===== src/design/dcc_pkg.sv =====
// types and constants shared by the dcc packet framer
package dcc_pkg;

   localparam int PREAMBLE_LEN = 22;
   localparam int SLOT_COUNT   = 5;
   localparam int SLOT_BITS    = 9;
   localparam int TAIL_LEN     = 5;
   localparam int STREAM_BITS  = PREAMBLE_LEN + SLOT_COUNT * SLOT_BITS + TAIL_LEN;
   localparam int MAX_BYTES    = STREAM_BITS / 8;

   typedef logic [1:0] kind_type;

   localparam kind_type KIND_IDLE     = 2'd0;
   localparam kind_type KIND_FUNC_ONE = 2'd1;
   localparam kind_type KIND_THROTTLE = 2'd2;

   localparam logic [7:0] BYTE_IDLE_ADDR  = 8'hFF;
   localparam logic [7:0] BYTE_IDLE_DATA  = 8'h00;
   localparam logic [1:0] LONG_ADDR_TAG   = 2'b11;
   localparam logic [7:0] OP_SPEED_128    = 8'h3F;
   localparam logic [2:0] OP_FUNC_ONE_TAG = 3'b100;
   localparam logic [7:0] SPEED_ESTOP     = 8'h01;
   localparam logic [6:0] SPEED_MAX       = 7'd126;
   localparam logic [6:0] SPEED_OVER      = 7'd127;
   localparam logic [13:0] SHORT_ADDR_MAX = 14'd127;

   typedef struct packed {
      kind_type    kind;
      logic [13:0] loco_address;
      logic [6:0]  speed_step;
      logic        forward;
      logic        emergency_stop;
      logic [4:0]  function_bits;
   } req_type;

   typedef struct packed {
      logic [STREAM_BITS-1:0] bits;
      logic [3:0]             nbytes;
   } frame_type;

endpackage


===== src/design/dcc_if.sv =====
// request and response channel interfaces of the dcc packet framer
interface dcc_req_if;
   import dcc_pkg::*;
   logic        valid;
   logic        ready;
   kind_type    kind;
   logic [13:0] loco_address;
   logic [6:0]  speed_step;
   logic        forward;
   logic        emergency_stop;
   logic [4:0]  function_bits;

   modport source (output valid, kind, loco_address, speed_step, forward,
                   emergency_stop, function_bits, input ready);
   modport sink   (input valid, kind, loco_address, speed_step, forward,
                   emergency_stop, function_bits, output ready);
endinterface

interface dcc_rsp_if;
   logic       valid;
   logic       ready;
   logic [7:0] packet_byte;
   logic       last_byte;

   modport source (output valid, packet_byte, last_byte, input ready);
   modport sink   (input valid, packet_byte, last_byte, output ready);
endinterface


===== src/design/dcc_frame_build.sv =====
// builds the full packed bitstream of one dcc command
module dcc_frame_build (
   input  dcc_pkg::req_type   cmd_i,
   output dcc_pkg::frame_type frame_o
);
   import dcc_pkg::*;

   logic       long_addr;
   logic [7:0] addr_hi;
   logic [7:0] addr_lo;
   logic [6:0] speed_sat;
   logic [7:0] speed_code;
   logic [7:0] func_op;
   logic [7:0] cmd_byte [SLOT_COUNT];
   logic [2:0] cmd_count;
   logic [7:0] check;
   logic [SLOT_BITS-1:0] slot [SLOT_COUNT];

   always_comb begin
      long_addr = cmd_i.loco_address > SHORT_ADDR_MAX;
      addr_hi   = {LONG_ADDR_TAG, cmd_i.loco_address[13:8]};
      addr_lo   = cmd_i.loco_address[7:0];
      func_op   = {OP_FUNC_ONE_TAG, cmd_i.function_bits};

      speed_sat = (cmd_i.speed_step == SPEED_OVER) ? SPEED_MAX : cmd_i.speed_step;
      if (cmd_i.emergency_stop) begin
         speed_code = SPEED_ESTOP;
      end else begin
         speed_code    = (speed_sat == 7'd0) ? 8'h00 : ({1'b0, speed_sat} + 8'd1);
         speed_code[7] = cmd_i.forward;
      end

      for (int i = 0; i < SLOT_COUNT; i++) begin
         cmd_byte[i] = 8'h00;
      end

      case (cmd_i.kind)
         KIND_FUNC_ONE: begin
            if (long_addr) begin
               cmd_byte[0] = addr_hi;
               cmd_byte[1] = addr_lo;
               cmd_byte[2] = func_op;
               cmd_count   = 3'd3;
            end else begin
               cmd_byte[0] = addr_lo;
               cmd_byte[1] = func_op;
               cmd_count   = 3'd2;
            end
         end
         KIND_THROTTLE: begin
            if (long_addr) begin
               cmd_byte[0] = addr_hi;
               cmd_byte[1] = addr_lo;
               cmd_byte[2] = OP_SPEED_128;
               cmd_byte[3] = speed_code;
               cmd_count   = 3'd4;
            end else begin
               cmd_byte[0] = addr_lo;
               cmd_byte[1] = OP_SPEED_128;
               cmd_byte[2] = speed_code;
               cmd_count   = 3'd3;
            end
         end
         default: begin
            // idle, and the unused kind code
            cmd_byte[0] = BYTE_IDLE_ADDR;
            cmd_byte[1] = BYTE_IDLE_DATA;
            cmd_count   = 3'd2;
         end
      endcase

      check = cmd_byte[0] ^ cmd_byte[1] ^ cmd_byte[2] ^ cmd_byte[3];

      // checksum goes straight after the command bytes, unused slots idle high
      for (int i = 0; i < SLOT_COUNT; i++) begin
         if (3'(i) == cmd_count) begin
            cmd_byte[i] = check;
         end
         slot[i] = (3'(i) <= cmd_count) ? {1'b0, cmd_byte[i]} : {SLOT_BITS{1'b1}};
      end

      frame_o.bits   = {{PREAMBLE_LEN{1'b1}}, slot[0], slot[1], slot[2], slot[3], slot[4],
                        {TAIL_LEN{1'b1}}};
      frame_o.nbytes = {1'b0, cmd_count} + 4'd5;
   end

endmodule


===== src/design/dcc_packet_framer_core.sv =====
// top level of the dcc packet framer: request holding stage and byte shifter
// the first byte of a packet is offered once its request has passed the holding stage and loaded into the shifter
// packets are 7, 8 or 9 bytes long; the byte shifter offers one byte per cycle while the receiver is ready;
//   the next packet loads on the edge that hands off the last byte, so bytes stream gap-free
// a second request is held while a packet drains, so the request side stalls only when both
//   the holding stage and the shifter are busy
// reset: synchronous, active high; both stages empty afterwards
module dcc_packet_framer_core (
   input logic       clock,
   input logic       reset,
   dcc_req_if.sink   req_bus,
   dcc_rsp_if.source rsp_bus
);
   import dcc_pkg::*;

   // holding stage for one request
   logic    hold_valid_ff, hold_valid_in;
   req_type hold_data_ff,  hold_data_in;

   // byte shifter, top byte is the one on offer
   logic [STREAM_BITS-1:0] stream_ff, stream_in;
   logic [3:0]             left_ff,   left_in;

   frame_type frame;
   logic      req_take;
   logic      rsp_take;
   logic      shift_free;
   logic      load;

   dcc_frame_build u_build (
      .cmd_i   (hold_data_ff),
      .frame_o (frame)
   );

   // shifter is free when empty or when its last byte leaves this cycle
   assign rsp_take   = rsp_bus.valid && rsp_bus.ready;
   assign shift_free = (left_ff == 4'd0) || (rsp_take && rsp_bus.last_byte);
   assign load       = hold_valid_ff && shift_free;

   // holding stage takes a request when empty or when it hands on this cycle
   assign req_bus.ready = !hold_valid_ff || load;
   assign req_take      = req_bus.valid && req_bus.ready;

   assign rsp_bus.valid       = left_ff != 4'd0;
   assign rsp_bus.packet_byte = stream_ff[STREAM_BITS-1 -: 8];
   assign rsp_bus.last_byte   = left_ff == 4'd1;

   always_comb begin
      hold_valid_in = hold_valid_ff;
      hold_data_in  = hold_data_ff;
      if (load) begin
         hold_valid_in = 1'b0;
      end
      if (req_take) begin
         hold_valid_in               = 1'b1;
         hold_data_in.kind           = req_bus.kind;
         hold_data_in.loco_address   = req_bus.loco_address;
         hold_data_in.speed_step     = req_bus.speed_step;
         hold_data_in.forward        = req_bus.forward;
         hold_data_in.emergency_stop = req_bus.emergency_stop;
         hold_data_in.function_bits  = req_bus.function_bits;
      end
   end

   always_comb begin
      stream_in = stream_ff;
      left_in   = left_ff;
      if (load) begin
         stream_in = frame.bits;
         left_in   = frame.nbytes;
      end else if (rsp_take) begin
         stream_in = {stream_ff[STREAM_BITS-9:0], 8'h00};
         left_in   = left_ff - 4'd1;
      end
   end

   always_ff @(posedge clock) begin
      if (reset) begin
         hold_valid_ff <= 1'b0;
         left_ff       <= 4'd0;
      end else begin
         hold_valid_ff <= hold_valid_in;
         left_ff       <= left_in;
      end
      hold_data_ff <= hold_data_in;
      stream_ff    <= stream_in;
   end

   // a freshly loaded packet is 7 to 9 bytes long
   a_load_len: assert property (@(posedge clock) disable iff (reset)
      load |=> (left_ff >= 4'd7) && (left_ff <= 4'(MAX_BYTES)))
      else $error("loaded packet length out of range");

   // every packet opens with a preamble byte that is not the last one
   a_load_preamble: assert property (@(posedge clock) disable iff (reset)
      load |=> (rsp_bus.packet_byte == 8'hFF) && !rsp_bus.last_byte)
      else $error("packet does not open with preamble");

   // with nothing held, the shifter goes empty after the last byte
   a_drain_empty: assert property (@(posedge clock) disable iff (reset)
      (rsp_take && rsp_bus.last_byte && !hold_valid_ff) |=> !rsp_bus.valid)
      else $error("shifter not empty after last byte");

   // a held request moves on as soon as the shifter is free
   a_no_bubble: assert property (@(posedge clock) disable iff (reset)
      (hold_valid_ff && shift_free) |=> rsp_bus.valid)
      else $error("held request did not load");

endmodule


===== src/flat_wrapper.sv =====
// flat-port wrapper written by rule: the top's interface ports become plain ports
module dcc_packet_framer_core_flat import dcc_pkg::*;
  (clock, reset, req_bus_valid, req_bus_kind, req_bus_loco_address, req_bus_speed_step, req_bus_forward, req_bus_emergency_stop, req_bus_function_bits, req_bus_ready, rsp_bus_valid, rsp_bus_packet_byte, rsp_bus_last_byte, rsp_bus_ready);
  dcc_req_if req_bus_i ();
  dcc_rsp_if rsp_bus_i ();
  input logic clock;
  input logic reset;
  input wire logic [$bits(req_bus_i.valid)-1:0] req_bus_valid;
  input wire logic [$bits(req_bus_i.kind)-1:0] req_bus_kind;
  input wire logic [$bits(req_bus_i.loco_address)-1:0] req_bus_loco_address;
  input wire logic [$bits(req_bus_i.speed_step)-1:0] req_bus_speed_step;
  input wire logic [$bits(req_bus_i.forward)-1:0] req_bus_forward;
  input wire logic [$bits(req_bus_i.emergency_stop)-1:0] req_bus_emergency_stop;
  input wire logic [$bits(req_bus_i.function_bits)-1:0] req_bus_function_bits;
  output wire logic [$bits(req_bus_i.ready)-1:0] req_bus_ready;
  output wire logic [$bits(rsp_bus_i.valid)-1:0] rsp_bus_valid;
  output wire logic [$bits(rsp_bus_i.packet_byte)-1:0] rsp_bus_packet_byte;
  output wire logic [$bits(rsp_bus_i.last_byte)-1:0] rsp_bus_last_byte;
  input wire logic [$bits(rsp_bus_i.ready)-1:0] rsp_bus_ready;
  assign req_bus_i.valid = req_bus_valid;
  assign req_bus_i.kind = req_bus_kind;
  assign req_bus_i.loco_address = req_bus_loco_address;
  assign req_bus_i.speed_step = req_bus_speed_step;
  assign req_bus_i.forward = req_bus_forward;
  assign req_bus_i.emergency_stop = req_bus_emergency_stop;
  assign req_bus_i.function_bits = req_bus_function_bits;
  assign req_bus_ready = req_bus_i.ready;
  assign rsp_bus_valid = rsp_bus_i.valid;
  assign rsp_bus_packet_byte = rsp_bus_i.packet_byte;
  assign rsp_bus_last_byte = rsp_bus_i.last_byte;
  assign rsp_bus_i.ready = rsp_bus_ready;
  dcc_packet_framer_core u_core (.clock(clock), .reset(reset), .req_bus(req_bus_i), .rsp_bus(rsp_bus_i));
endmodule

===== config.mk =====
export PLATFORM = sky130hd
export DESIGN_NAME = dcc_packet_framer_core_flat
export DESIGN_NICKNAME = d
export VERILOG_FILES = /design/src/design/dcc_pkg.sv /design/src/design/dcc_if.sv /design/src/design/dcc_frame_build.sv /design/src/design/dcc_packet_framer_core.sv /design/src/flat_wrapper.sv
export SDC_FILE = /design/constraint.sdc
export NUM_CORES = 1
export LEC_CHECK = 0
export BUFFER_PORTS_ARGS = -buffer_cell sky130_fd_sc_hd__buf_4
export CAP_MARGIN = 20
export CELL_PAD_IN_SITES_DETAIL_PLACEMENT = 1
export CELL_PAD_IN_SITES_GLOBAL_PLACEMENT = 1
export CORE_MARGIN = 2
export CORE_UTILIZATION = 47
export CTS_CLUSTER_DIAMETER = 80
export DETAILED_ROUTE_END_ITERATION = 16
export GPL_ROUTABILITY_DRIVEN = 0
export PLACE_DENSITY_LB_ADDON = 0.15
export SKIP_LAST_GASP = 1
export SLEW_MARGIN = 20
export SYNTH_ARGS = -nofsm -noshare
export SYNTH_HDL_FRONTEND = slang
export SYNTH_SLANG_ARGS = --single-unit

===== constraint.sdc =====
create_clock -name clock -period 3.8 [get_ports clock]
set_clock_uncertainty 0.1 [all_clocks]
set_input_delay 0.76 -clock clock [delete_from_list [all_inputs] [get_ports clock]]
set_output_delay 0.76 -clock clock [all_outputs]
set_load 0.05 [all_outputs]

==> key figures <==
Finish
  – Ant. Diodes: 0
  – # nets final: 683
  – FILL cells: 1,390
  – Layout cells sized above 1: 0.1453
  – Most common cell after layout, fill and taps aside: nand2_1
  – Syn-to-layout area delta: 12.90%
  – Most frequent cells in the layout: 106 x nand2_1, 75 x edfxtp_1, 65 x a21oi_1, 65 x buf_4, 36 x nor2_1

Die
  – Core area: 11,860 sq um
  – Row count: 40
  – Initial core utilization: 0.4774
  – Die ar.: 12,940 sq um
  – I/O Pins: 45
  – Die Height: 113.8 microns
  – Die X-Extent: 113.8 microns

Power and ir drop
  – Design Power: 5.452 mW
  – Lkg Pwr: 2.449 nW
  – Peak supply drop: 0.0004134 V
  – Pwr Density: 852.8 nW/um^2

Timing
  – Max Clock Freq: 288.2 MHz
  – Max Slew Vio Count: 0
  – Final setup margin: 0.3297 ns
  – Worst-Margin Slew: 1.016 ns
  – TNS Setup: 0 ns
  – Period utilization: 0.9132
  – RSZ-0062 raised after global routing: false
  – Relative slew slack: 0.3227
  – Final Critical Period: 3.470 ns
  – Final setup violation count: 0
  – Hold Vio Cnt, Final: 0

Run status
  – Status: completed

Drt
  – DRT iter0 DRCs: 562
  – Vias after detailed routing: 5,028
  – Post-Route WL: 17,400 microns
  – First-pass detailed-route iteration total: 7
  – Via-to-Cell Ratio: 6.332
  – DR DRC count: 0
  – DR WL/cell: 21.92 microns
  – Detail Route Antenna Nets: 0

Synthesis
  – Post-synth EDFFs: 75
  – Async SR Flop Fraction: 0
  – Syn Inst Count: 613
  – Sequential fraction of the synthesis area: 0.4967
  – Syn Area/Cell: 9.238 sq um
  – Synth warn: 0
  – Post-synth top flop: edfxtp_1
  – Synthesized area: 5663 sq um
  – Net Count, Synth: 654
  – Yosys cell types: 68
  – Synth Register Bits: 103

Global route
  – First-pass GRT wire length: 27,450 microns
  – Initial antenna violation count: 0
  – Largest net degree at the start of global routing: 46
  – Vias in the first global route: 5,179
  – Overall Global Routing Usage: 0.2765
  – Grt ovf: 0

Placement
  – Setup WS pre-CTS: 0.4533 ns
  – IO buf count: 44
  – DP HPWL: 12,480 microns

Clock network
  – # clock sinks: 103
  – Clock-pin slew on the worst setup and hold paths: 0.07 ns
  – CTS tree: built
  – CTS Root Cell: clkbuf_16
  – Max Buffers Root-to-Sink: 2
  – Worst skew pair latency: 0.36 ns
  – H-tree Lvls: 3
  – Post-cts sizing count: 0
  – Post-CTS setup buffers: 0
  – Cts bufs inserted: 9
  – Hold buffers post-CTS: 0

Critical path
  – R2R cell count: 10
  – CP endpoint kind: flop
  – Crit Path Category: flop to flop
  – Critical Path AT: 3.47 ns
  – Crit-path max FO: 28
  – CP startpoint kind: flop
  – CP required: 3.80 ns

Hold path
  – Hold-critical path depth: 2
  – Hold Crit Class: flop to flop

Job
  – Max Cap Viol: 0
-- routing by layer --
metal / up-vias / wire (microns) / part of all wire / global-route usage
met5: - / 0 / 0 / 0
met1: 2456 / 7173 / 0.41 / 0.3488
met2: 202 / 8494 / 0.49 / 0.4551
li1: 2314 / - / - / -
met3: 56 / 1014 / 0.058 / 0.05632
met4: 0 / 721 / 0.041 / 0.1358
-- cells in the mapped netlist (all sizes together) (12+ instances only) --
library cell	number	share of area
a21oi	66	0.058
a31oi	12	0.013
buf	19	0.024
clkbuf	28	0.019
dfxtp	28	0.099
edfxtp	75	0.40
inv	16	0.011
nand2	106	0.070
nand3	35	0.031
nor2	37	0.025
nor3	14	0.014
o21ai	32	0.028
-- sequential cells by signal, summed over array words and instances (netlist names) --
name / cells
u_core.hold_data_ff: 30
u_core.hold_valid_ff: 1
u_core.left_ff: 4
u_core.stream_ff: 68
-- worst max-delay path, stage by stage, from the launching register on --
cell and delay (ns):
edfxtp_1 0.49, or3_1 0.33, nor2_2 0.07, buf_4 0.24, nor2_1 0.71, inv_1 0.20
ha_1 0.29, nand2_1 0.21, nor2_1 0.14, a221oi_1 0.33, a21oi_1 0.09
-- cell families after synthesis --
logic type	synth area share
adders and majority gates	0.01547
xor gates and xnor gates	0.02475
AOI/OAI and AO/OA	0.1982
buffers and inverters	0.05391
and+or+nand+nor	0.2039
DFF	0.4967
muxes	0.007071
-- area by class of cell --
cell class / instances / area (sq um) / area share
flip-flops and latches: 103 / 2813 / 0.4399
multi-input cells: 446 / 2564 / 0.4010
repair buffers: 65 / 488.0 / 0.07632
clock buffers: 10 / 239.0 / 0.03738
well taps: 147 / 183.9 / 0.02877
inverters: 17 / 63.81 / 0.009980
clock inverters: 6 / 42.54 / 0.006654
-- per-stage QoR --
step           utilization  cells  cell area (sq um)  hold WS (ns)
5_1_grt             0.5390    794               6394        0.3880
2_1_floorplan            -    613               5663        0.3229
3_3_place_gp        0.5153    778               6112        0.3408
4_1_cts             0.5390    794               6394        0.3582
3_5_place_dp        0.5153    778               6112        0.3462
6_report            0.5390    794               6394        0.3561
-- final timing paths --
check / from / endpoint / slack [ns]
worst max-delay path: u_core.hold_data_ff[21] / u_core.stream_ff[20] / 0.33
worst min-delay path: u_core.stream_ff[4] / u_core.stream_ff[4] / 0.36
worst min register to register: u_core.stream_ff[4] / u_core.stream_ff[4] / 0.36
worst max register to register: u_core.hold_data_ff[21] / u_core.stream_ff[20] / 0.33
-- power breakdown --
| part | leakage, nW | internal (mW) | total, mW | switching, mW |
|---|---|---|---|---|
| logic | 1.34 | 0.754 | 2.42 | 1.67 |
| clock network | 0.137 | 0.465 | 0.899 | 0.434 |
| registers | 0.970 | 1.88 | 2.13 | 0.250 |
Note: power is estimated with default switching activity, not from simulation.
